## src/hw/rtl/uer_pkg.sv

```systemverilog
// Shared types and constants for the ultrasonic echo ranger.
`default_nettype none

package uer_pkg;

  // Measurement phase, one-hot coded.
  typedef enum logic [3:0] {
    PhIdle = 4'b0001,
    PhTrig = 4'b0010,
    PhWait = 4'b0100,
    PhEcho = 4'b1000
  } phase_e;

  // Result status codes.
  typedef enum logic [1:0] {
    StOk      = 2'd0,
    StTimeout = 2'd1,
    StRange   = 2'd2
  } status_e;

  // Configuration register indexes.
  localparam logic [1:0] RegMaxDist = 2'd0;
  localparam logic [1:0] RegMinDist = 2'd1;
  localparam logic [1:0] RegTrigLen = 2'd2;
  localparam logic [1:0] RegTimeout = 2'd3;

  // Field widths.
  localparam int unsigned DistW  = 14;
  localparam int unsigned PulseW = 8;
  localparam int unsigned CountW = 16;
  localparam int unsigned CfgW   = 16;
  localparam int unsigned CfgAddrW = 2;

  // Register reset values.
  localparam logic [DistW-1:0]  MaxDistRst = 14'd4000;
  localparam logic [DistW-1:0]  MinDistRst = 14'd20;
  localparam logic [PulseW-1:0] TrigLenRst = 8'd10;
  localparam logic [CountW-1:0] TimeoutRst = 16'd30000;

  // Saturation limit of the tick counters.
  localparam logic [CountW-1:0] CountMax = 16'hFFFF;

  // count * 10 / 58 == count * 5 / 29, done as a multiply by the scaled
  // reciprocal ceil(5 * 2^24 / 29) and a shift by 24. The rounding error is
  // 16 per unit of count, well below 2^24 for any 16-bit count, so the
  // quotient is exact.
  localparam int unsigned DivShift = 24;
  localparam int unsigned DivKW    = 22;
  localparam logic [DivKW-1:0] DivK = 22'd2892624;
  localparam int unsigned ProdW    = CountW + DivKW;

  // Packed result fields that travel in tdata, highest bit first.
  typedef struct packed {
    logic             good_flag;
    logic [DistW-1:0] good_dist;
    logic [DistW-1:0] meas_mm;
    status_e          status;
    logic             trig;
  } result_t;

endpackage

`default_nettype wire

```

## src/hw/rtl/ultrasonic_echo_ranger_core.sv

```systemverilog
// Top level of the ultrasonic echo ranger: tick sequencer and distance check.
`default_nettype none

// One input item is one microsecond tick carrying a start request and the
// sampled echo pin level; every item gives exactly one result item with the
// trigger pin level, a done flag (on tlast), status, distance and the last
// good distance. The block takes one item per clock cycle while the output is
// not held by backpressure: an item passes an input register, then one stage of
// logic (the phase sequencer, the tick counters and one constant multiply for
// the millimetre conversion) updates the state and loads the result register.
// Both registers hold their item under backpressure and refill in the cycle
// they are emptied. Configuration is written through a simple write port and
// takes effect on the next edge.
module ultrasonic_echo_ranger_core (
  input  wire logic                          clk_i,
  input  wire logic                          rst_ni,
  // Configuration write port.
  input  wire logic                          cfg_we_i,
  input  wire logic [uer_pkg::CfgAddrW-1:0]  cfg_addr_i,
  input  wire logic [uer_pkg::CfgW-1:0]      cfg_wdata_i,
  // Input items.
  input  wire logic        s_axis_tvalid_i,
  output      logic        s_axis_tready_o,
  input  wire logic [7:0]  s_axis_tdata_i,  // [0] start_req, [1] echo_level, [7:2] zero
  // Result items.
  output      logic        m_axis_tvalid_o,
  input  wire logic        m_axis_tready_i,
  output      logic [31:0] m_axis_tdata_o,  // [0] trigger_out, [2:1] status,
                                            // [16:3] meas_mm, [30:17] last_good_mm,
                                            // [31] last_good_valid
  output      logic        m_axis_tlast_o   // done_res
);

  // Configuration registers.
  logic [uer_pkg::DistW-1:0]  max_dist_q;
  logic [uer_pkg::DistW-1:0]  min_dist_q;
  logic [uer_pkg::PulseW-1:0] trig_len_q;
  logic [uer_pkg::CountW-1:0] timeout_q;

  always_ff @(posedge clk_i or negedge rst_ni) begin
    if (!rst_ni) begin
      max_dist_q <= uer_pkg::MaxDistRst;
      min_dist_q <= uer_pkg::MinDistRst;
      trig_len_q <= uer_pkg::TrigLenRst;
      timeout_q  <= uer_pkg::TimeoutRst;
    end else if (cfg_we_i) begin
      case (cfg_addr_i)
        uer_pkg::RegMaxDist: max_dist_q <= cfg_wdata_i[uer_pkg::DistW-1:0];
        uer_pkg::RegMinDist: min_dist_q <= cfg_wdata_i[uer_pkg::DistW-1:0];
        uer_pkg::RegTrigLen: trig_len_q <= cfg_wdata_i[uer_pkg::PulseW-1:0];
        uer_pkg::RegTimeout: timeout_q  <= cfg_wdata_i[uer_pkg::CountW-1:0];
        default: ;
      endcase
    end
  end

  // Pipeline handshake: each register takes a new item when it is empty or
  // when its current item moves on.
  logic in_valid_q;
  logic out_valid_q;
  logic out_ready;
  logic in_ready;
  logic advance;

  assign out_ready       = !out_valid_q || m_axis_tready_i;
  assign in_ready        = !in_valid_q || out_ready;
  assign advance         = in_valid_q && out_ready;
  assign s_axis_tready_o = in_ready;

  always_ff @(posedge clk_i or negedge rst_ni) begin
    if (!rst_ni) begin
      in_valid_q  <= 1'b0;
      out_valid_q <= 1'b0;
    end else begin
      if (in_ready) begin
        in_valid_q <= s_axis_tvalid_i;
      end
      if (out_ready) begin
        out_valid_q <= in_valid_q;
      end
    end
  end

  // Input register payload.
  logic in_start_q;
  logic in_echo_q;

  always_ff @(posedge clk_i) begin
    if (in_ready && s_axis_tvalid_i) begin
      in_start_q <= s_axis_tdata_i[0];
      in_echo_q  <= s_axis_tdata_i[1];
    end
  end

  // Measurement state.
  uer_pkg::phase_e            phase_q, phase_d;
  logic [uer_pkg::PulseW-1:0] pulse_q, pulse_d;
  logic [uer_pkg::CountW-1:0] wait_q, wait_d;
  logic [uer_pkg::CountW-1:0] echo_q, echo_d;
  logic [uer_pkg::DistW-1:0]  good_dist_q, good_dist_d;
  logic                       good_flag_q, good_flag_d;

  // Distance conversion of the current echo count.
  logic [uer_pkg::ProdW-1:0] prod;
  logic [uer_pkg::DistW-1:0] echo_dist;

  assign prod      = uer_pkg::ProdW'(echo_q) * uer_pkg::ProdW'(uer_pkg::DivK);
  assign echo_dist = prod[uer_pkg::DivShift +: uer_pkg::DistW];

  uer_pkg::result_t res_d;
  logic             done_d;

  // Next state and result for the item in the input register.
  always_comb begin
    phase_d     = phase_q;
    pulse_d     = pulse_q;
    wait_d      = wait_q;
    echo_d      = echo_q;
    good_dist_d = good_dist_q;
    good_flag_d = good_flag_q;
    done_d      = 1'b0;
    res_d.trig    = 1'b0;
    res_d.status  = uer_pkg::StOk;
    res_d.meas_mm = '0;

    case (phase_q)
      uer_pkg::PhIdle: begin
        if (in_start_q) begin
          res_d.trig = 1'b1;
          pulse_d    = uer_pkg::PulseW'(1);
          phase_d    = uer_pkg::PhTrig;
        end
      end
      uer_pkg::PhTrig: begin
        if (pulse_q >= trig_len_q) begin
          phase_d = uer_pkg::PhWait;
          wait_d  = '0;
          echo_d  = '0;
          pulse_d = '0;
        end else begin
          res_d.trig = 1'b1;
          pulse_d    = pulse_q + uer_pkg::PulseW'(1);
        end
      end
      default: begin
        // Waiting for or timing the echo.
        if (wait_q != uer_pkg::CountMax) begin
          wait_d = wait_q + uer_pkg::CountW'(1);
        end
        if (in_echo_q) begin
          if (echo_q != uer_pkg::CountMax) begin
            echo_d = echo_q + uer_pkg::CountW'(1);
          end
          phase_d = uer_pkg::PhEcho;
        end
        if (phase_q == uer_pkg::PhEcho && !in_echo_q) begin
          // Echo fell: convert and range-check.
          done_d        = 1'b1;
          res_d.meas_mm = echo_dist;
          if (echo_dist > max_dist_q || echo_dist < min_dist_q) begin
            res_d.status = uer_pkg::StRange;
            good_flag_d  = 1'b0;
          end else begin
            res_d.status = uer_pkg::StOk;
            good_dist_d  = echo_dist;
            good_flag_d  = 1'b1;
          end
          phase_d = uer_pkg::PhIdle;
        end else if (wait_d >= timeout_q) begin
          done_d       = 1'b1;
          res_d.status = uer_pkg::StTimeout;
          good_flag_d  = 1'b0;
          phase_d      = uer_pkg::PhIdle;
        end
      end
    endcase

    res_d.good_dist = good_dist_d;
    res_d.good_flag = good_flag_d;
  end

  // State registers advance once per item.
  always_ff @(posedge clk_i or negedge rst_ni) begin
    if (!rst_ni) begin
      phase_q     <= uer_pkg::PhIdle;
      pulse_q     <= '0;
      wait_q      <= '0;
      echo_q      <= '0;
      good_dist_q <= '0;
      good_flag_q <= 1'b0;
    end else if (advance) begin
      phase_q     <= phase_d;
      pulse_q     <= pulse_d;
      wait_q      <= wait_d;
      echo_q      <= echo_d;
      good_dist_q <= good_dist_d;
      good_flag_q <= good_flag_d;
    end
  end

  // Result register.
  uer_pkg::result_t res_q;
  logic             done_q;

  always_ff @(posedge clk_i) begin
    if (advance) begin
      res_q  <= res_d;
      done_q <= done_d;
    end
  end

  assign m_axis_tvalid_o = out_valid_q;
  assign m_axis_tdata_o  = res_q;
  assign m_axis_tlast_o  = done_q;

endmodule

`default_nettype wire
```

## config.mk

```make
export PLATFORM = sky130hd
export DESIGN_NAME = ultrasonic_echo_ranger_core
export DESIGN_NICKNAME = d
export VERILOG_FILES = /design/src/hw/rtl/uer_pkg.sv /design/src/hw/rtl/ultrasonic_echo_ranger_core.sv
export SDC_FILE = /design/constraint.sdc
export NUM_CORES = 1
export LEC_CHECK = 0
export ABC_AREA = 1
export BUFFER_PORTS_ARGS = -buffer_cell sky130_fd_sc_hd__buf_2
export CORE_MARGIN = 4
export CORE_UTILIZATION = 45
export CTS_CLUSTER_DIAMETER = 150
export DETAILED_ROUTE_END_ITERATION = 8
export PLACE_DENSITY_LB_ADDON = 0.15
export SETUP_SLACK_MARGIN = 0.15
export SYNTH_ARGS = -nofsm -noshare
export SYNTH_HDL_FRONTEND = slang
export SYNTH_SLANG_ARGS = --single-unit
```

## constraint.sdc

```tcl
create_clock -name clk_i -period 8.3 [get_ports clk_i]
set_input_delay 2.075 -clock clk_i [delete_from_list [all_inputs] [get_ports clk_i]]
set_output_delay 2.075 -clock clk_i [all_outputs]
set_load 0.005 [all_outputs]
```

## Word-level counts from Yosys, hierarchy flattened

Index checks and enable logic that the tools add are counted.

| word-level totals | value |
|---|---|
| bits in registers | 148 |
| input bits | 31 |
| output and inout bits | 35 |
| logic and storage cells | 95 |

| cells by class | value |
|---|---|
| $add $sub $neg | 3 |
| multipliers | 1 |
| magnitude comparators | 4 |
| equality and inequality tests | 10 |
| mux-type cells | 31 |
| bitwise gates (word level) | 2 |
| reduce and logical (&&, ||, !) cells | 24 |

Operators with widths:

| operator | number |
|---|---|
| 2-to-1 mux 16 bit | 5 |
| case mux 16 bit (2 select lines) | 2 |
| 2-to-1 mux 14 bit | 3 |
| multiplier 16 x 18 -> 34 bit (second input constant) | 1 |
| adder 16 x 1 -> 16 bit (second input constant) | 2 |
| != test 16 bit (second input constant) | 2 |
| 2-to-1 mux 4 bit | 5 |
| greater-or-equal comparator 16 bit | 1 |
| 2-to-1 mux 8 bit | 2 |
| case mux 8 bit (2 select lines) | 1 |
| greater-than comparator 14 bit | 1 |
| less-than comparator 14 bit | 1 |
| 2-to-1 mux 1 bit | 9 |
| adder 8 x 1 -> 8 bit (second input constant) | 1 |
| greater-or-equal comparator 8 bit | 1 |
| case mux 4 bit (2 select lines) | 1 |
| AND reduction 2 bit | 4 |
| AND reduction 3 bit | 2 |
| nonzero test 2 bit | 3 |
| AND reduction 5 bit | 1 |
| nonzero test 5 bit | 1 |
| == test 2 bit (second input constant) | 2 |
| == test 4 x 1 -> 1 bit (second input constant) | 1 |
| == test 4 x 2 -> 1 bit (second input constant) | 1 |
| other kinds (13) | 22 |

## Logic depth before layout (Yosys ltp)

| logic depth | value |
|---|---|
| word-level depth | 7 |
| mapped depth | 37 |
| gate-level depth less buffers | 36 |

## Worst setup path before layout

Ideal clock, no wire load.

| timing path | value |
|---|---|
| path kind | register to register |
| from | register echo_q[11] (netlist bit) |
| to | register res_q, in the netlist m_axis_tdata_o[30] (data pin) |
| library setup time | 0.255 ns |
| arrival | 6.390 ns |
| required time | 8.045 ns |
| path slack | 1.655 ns |
| stages on the path, launching flop included | 34 |
| path buffers | 1 |
| period minus slack after synthesis | 6.645 ns |
| cell sequence | dfrtp_1 -> ha_1 -> inv_1 -> fa_1 -> inv_1 -> fa_1 -> inv_1 -> fa_1 -> inv_1 -> fa_1 -> inv_1 -> fa_1 -> inv_1 -> ha_1 -> nand2_1 -> nor2_2 -> inv_1 -> nor2_1 -> nand2_2 -> nand2_2 -> a21boi_1 -> o21ai_0 -> xor2_1 -> ha_1 -> nand2_1 -> nor2_1 -> nand2_1 -> o211ai_1 -> o21ai_0 -> o2111ai_1 -> nand2_1 -> buf_2 -> nand4_1 -> and2_1 |

| on the way | value |
|---|---|
| cells in the longest elaborated chain, start to end | 6 |
| elaborated cells on any way between the ends | 7 |
| classes of those cells | mul (1); order compare (2); mux (3); reduce/logical (1) |

Ends and longest elaborated chain:

| element | line | RTL |
|---|---|---|
| from (decl) | ultrasonic_echo_ranger_core.sv:99 | `logic [uer_pkg::CountW-1:0] echo_q, echo_d;` |
| from (signal assigned) | ultrasonic_echo_ranger_core.sv:195 | `echo_q <= echo_d;` |
| multiplier 16 x 18 -> 34 bit * | ultrasonic_echo_ranger_core.sv:107 | `assign prod = uer_pkg::ProdW'(echo_q) * uer_pkg::ProdW'(uer_pkg::DivK);` |
| named net prod, one bit | ultrasonic_echo_ranger_core.sv:104 | `logic [uer_pkg::ProdW-1:0] prod;` |
| greater-than comparator 14 bit or less-than comparator 14 bit (tied branches) | ultrasonic_echo_ranger_core.sv:160 | `if (echo_dist > max_dist_q \|\| echo_dist < min_dist_q) begin` |
| logical OR 1 bit * | ultrasonic_echo_ranger_core.sv:160 |  |
| 2-to-1 mux 14 bit * | ultrasonic_echo_ranger_core.sv:160 |  |
| 2-to-1 mux 14 bit * | ultrasonic_echo_ranger_core.sv:156 | `if (phase_q == uer_pkg::PhEcho && !in_echo_q) begin` |
| 2-to-1 mux 14 bit * | ultrasonic_echo_ranger_core.sv:126 | `case (phase_q)` |
| named net good_dist_d, one bit | ultrasonic_echo_ranger_core.sv:100 | `logic [uer_pkg::DistW-1:0] good_dist_q, good_dist_d;` |
| to (signal assigned) | ultrasonic_echo_ranger_core.sv:207 | `res_q <= res_d;` |
| to (decl) | ultrasonic_echo_ranger_core.sv:202 | `uer_pkg::result_t res_q;` |

Mark *: on every way through the listed nets, which the timed path passes. The rest lies on a longest branch.
A chain may end at the register's enable or synchronous reset.

## Worst setup path in the final report

| timing path | value |
|---|---|
| from | register echo_q[15] (netlist bit) |
| to | register res_q, in the netlist m_axis_tdata_o[21] (data pin) |

Same word-level chain as after synthesis.

==> metrics.log <==
[metrics] run status: finished, final reports clean
[metrics] standard cell core area: 27100 um2
[metrics] synthesized instance count: 1453
[metrics] global-route usage over all layers: 20.7%
[metrics] number of global-route vias before repair: 9735
[metrics] sequential element share of the synthesized area: 31.3%
[metrics] cell seen most often among critical-path stages: sky130_fd_sc_hd__inv_1
[metrics] proportion of layout cells with a drive suffix above 1: 10.2%
[metrics] most frequent cells in the layout: sky130_fd_sc_hd__inv_1 (315), sky130_fd_sc_hd__nand2_1 (261), sky130_fd_sc_hd__ha_1 (206), sky130_fd_sc_hd__dfrtp_1 (95), sky130_fd_sc_hd__o21ai_0 (93)
[metrics] mean instance size in the synthesized netlist: 8.59 um2
[metrics] DIE WIDTH: 175 um
[metrics] IO Count: 66
[metrics] Max Fanout on Critical Path: 16
[metrics] Routed WL per cell: 15.7 um
[metrics] initial DRC count: 532
[metrics] hold buffer count at CTS: 0
[metrics] Critical Path Source Type: flop
[metrics] register clock-pin slew on the reported worst setup and hold paths: 70 ps
[metrics] remaining global-route overflow: 0
[metrics] Post-synth top flop: sky130_fd_sc_hd__dfrtp_1
[metrics] setup repair after global routing missed its margin: no
[metrics] initial antenna violation count: 0
[metrics] fraction of the cycle the final worst path needs: 91.2%
[metrics] vertical die dimension: 175 um
[metrics] Worst Path Class, Setup: flop to flop
[metrics] Routability Congestion: 0.887
[metrics] total via count in the routed design: 9601
[metrics] htree depth: 4
[metrics] clock buffer count from CTS: 17
[metrics] Syn Std Cell Area: 12500 um2
[metrics] Yosys reg bits: 148
[metrics] required time worst endpoint: 8480 ps
[metrics] number of enable-type register cells in the synthesized netlist: 35
[metrics] Tmin final: 7570 ps
[metrics] final hold violations: 0
[metrics] detailed-route vias per instance: 5.01
[metrics] CTS tree: yes
[metrics] Initial Util: 46.0%
[metrics] Clock Tree Root: sky130_fd_sc_hd__clkbuf_16
[metrics] slew at the pin closest to its max-slew limit: 970 ps
[metrics] worst path bufs/invs: 8
[metrics] final HPWL from detailed placement: 24300 um
[metrics] fillers: 2578
[metrics] Post-Synthesis Net Count: 1753
[metrics] setup TNS after final layout: 0 ps
[metrics] fin. max-slew vios: 0
[metrics] Pre-Repair DR Iteration Count: 6
[metrics] most common library cell in the layout ignoring fill and taps: sky130_fd_sc_hd__inv_1
[metrics] latest clock arrival within the worst-skew pair: 440 ps
[metrics] fraction of synthesis flops using an asynchronous set or reset pin: 76.4%
[metrics] portion of synthesized cell area occupied by the leading cell type: 20.7%
[metrics] cell with the biggest individual delay on the critical path: sky130_fd_sc_hd__fa_1
[metrics] area of the die: 30500 um2
[metrics] max-cap viol count: 0
[metrics] headroom to the max-slew limit: 35.2%
[metrics] main area contributors after synthesis: sky130_fd_sc_hd__ha_1 (21%), sky130_fd_sc_hd__dfrtp_1 (19%), sky130_fd_sc_hd__fa_1 (10%)
[metrics] worst clock skew: 8.67 ps
[metrics] dominant cell type by area after synthesis: sky130_fd_sc_hd__ha_1
[metrics] library cells used by synthesis: 49
[metrics] count of unresolved DRC violations after routing: 0
[metrics] Port Buf Inserts: 59
[metrics] Crit path arrival time: 7750 ps
[metrics] Hold Crit Class: flop to flop
[metrics] Routed Wire Length: 30100 um
[metrics] count of final setup violators: 0
[metrics] cell row count: 60
[metrics] warnings from Yosys: 0
[metrics] wire length of the first global-routing pass: 50100 um
[metrics] Crit. End Element: flop
[metrics] family of cells with the greatest summed delay on the critical path: adder cells
[metrics] clk sink count: 148
[metrics] number of nets with antenna violations after routing: 0
[metrics] Max Clock Freq: 132 MHz
[metrics] Longest Clk Path Bufs: 2
[metrics] Antenna Cells: 0
[metrics] final layout net count: 1833
[metrics] Area Growth Syn to Fin: 11.0%
[metrics] max incr delay on CP: 550 ps
[metrics] pin count of the biggest net entering global routing: 74
-- worst register-to-register path: cells and delay by family (launching register included) --
family / cells / cell delay [ps]
simple gates: 8 / 1550
buf+inv: 8 / 580
fa+ha+maj: 8 / 3490
flops: 1 / 460
compound gates: 5 / 800
xor+xnor: 1 / 430
-- cell families after synthesis --
family	count (synthesis)	synth area share [%]
and+or+nand+nor	461	16.3
AOI/OAI and AO/OA	209	9.27
DFF	148	31.3
xor gates and xnor gates	31	2.18
buffers and inverters	335	10.3
adders and majority gates	269	30.8
-- Yosys cell counts (2+ instances only) --
cell type                  count
sky130_fd_sc_hd__inv_1       316
sky130_fd_sc_hd__nand2_1     262
sky130_fd_sc_hd__ha_1        206
sky130_fd_sc_hd__dfrtp_1      95
sky130_fd_sc_hd__o21ai_0      93
sky130_fd_sc_hd__nor2_1       70
sky130_fd_sc_hd__a21oi_1      69
sky130_fd_sc_hd__fa_1         63
sky130_fd_sc_hd__edfxtp_1     35
sky130_fd_sc_hd__nand3_1      34
sky130_fd_sc_hd__nand4_1      30
sky130_fd_sc_hd__xor2_1       26
sky130_fd_sc_hd__nor3_1       25
sky130_fd_sc_hd__dfstp_2      18
sky130_fd_sc_hd__nand2_2      17
sky130_fd_sc_hd__clkbuf_1     10
sky130_fd_sc_hd__o22ai_1       6
sky130_fd_sc_hd__o211ai_1      5
sky130_fd_sc_hd__xnor2_1       5
sky130_fd_sc_hd__a211oi_1      4
sky130_fd_sc_hd__a21o_1        4
sky130_fd_sc_hd__a31oi_1       4
sky130_fd_sc_hd__and2_1        4
sky130_fd_sc_hd__buf_4         4
sky130_fd_sc_hd__nor4_1        4
sky130_fd_sc_hd__o21a_1        4
sky130_fd_sc_hd__o21ai_1       4
sky130_fd_sc_hd__o31ai_1       4
sky130_fd_sc_hd__and3_1        3
sky130_fd_sc_hd__nor2_2        3
sky130_fd_sc_hd__nor3_2        3
sky130_fd_sc_hd__o221ai_1      3
sky130_fd_sc_hd__buf_2         2
sky130_fd_sc_hd__inv_2         2
sky130_fd_sc_hd__o21bai_1      2
-- path summary, 6_finish.rpt --
path	cells past startpoint	slack, ps	to	startpoint
worst max-delay path	30	730	m_axis_tdata_o[21]	echo_q[15]
worst min-delay path	2	480	good_dist_q[11]	good_dist_q[11]
worst max register to register	30	730	m_axis_tdata_o[21]	echo_q[15]
worst min register to register	2	480	good_dist_q[11]	good_dist_q[11]
max in group asynchronous	2	5290	good_dist_q[9]	rst_ni
min in group asynchronous	1	1620	wait_q[11]	rst_ni
-- flip-flops by register name, indices dropped and copies added (netlist names) --
name,cells
min_dist_q,14
pulse_q,8
m_axis_tlast_o,1
good_flag_q,1
good_dist_q,14
phase_q,4
in_valid_q,1
m_axis_tvalid_o,1
m_axis_tdata_o,32
echo_q,16
trig_len_q,8
max_dist_q,14
in_start_q,1
wait_q,16
in_echo_q,1
timeout_q,16
-- layout make-up --
cell class | instances | area (um2) | area share, %
clock buffers | 22 | 444 | 3.21
clock inverters | 10 | 108 | 0.777
inverters | 318 | 1190 | 8.62
multi-input cells | 970 | 7300 | 52.7
flip-flops and latches | 148 | 3900 | 28.2
well taps | 372 | 465 | 3.36
repair buffers | 78 | 440 | 3.18
-- routing by layer --
metal / wire, um / vias to the layer above / GRT usage, %
met3: 1150 / 37 / 2.89
met5: 0 / - / 0
met4: 698 / 0 / 6.45
li1: - / 4856 / -
met1: 14300 / 4529 / 28.5
met2: 14000 / 179 / 33.9
-- stage by stage --
stage / hold slack (ps) / instance area (um2) / instances / utilization, % / worst slack [ps]
finish: 478 / 13900 / 1918 / 51.1 / 730
floorplan: 449 / 12500 / 1453 / - / 1660
global placement: 463 / 13300 / 1886 / 49.1 / 649
detailed placement: 465 / 13300 / 1886 / 49.1 / 582
CTS: 481 / 13800 / 1918 / 51.1 / 578
global route: 504 / 13900 / 1918 / 51.1 / 181
-- what timing repair did --
item / in CTS / in global routing
setup endpoints to repair: 0 / 28
buffers inserted: 0 / 0
gates resized for setup: 0 / 1
Power is not shown: default switching activity piles up to over one toggle a cycle in this logic, so the estimate is an artifact.
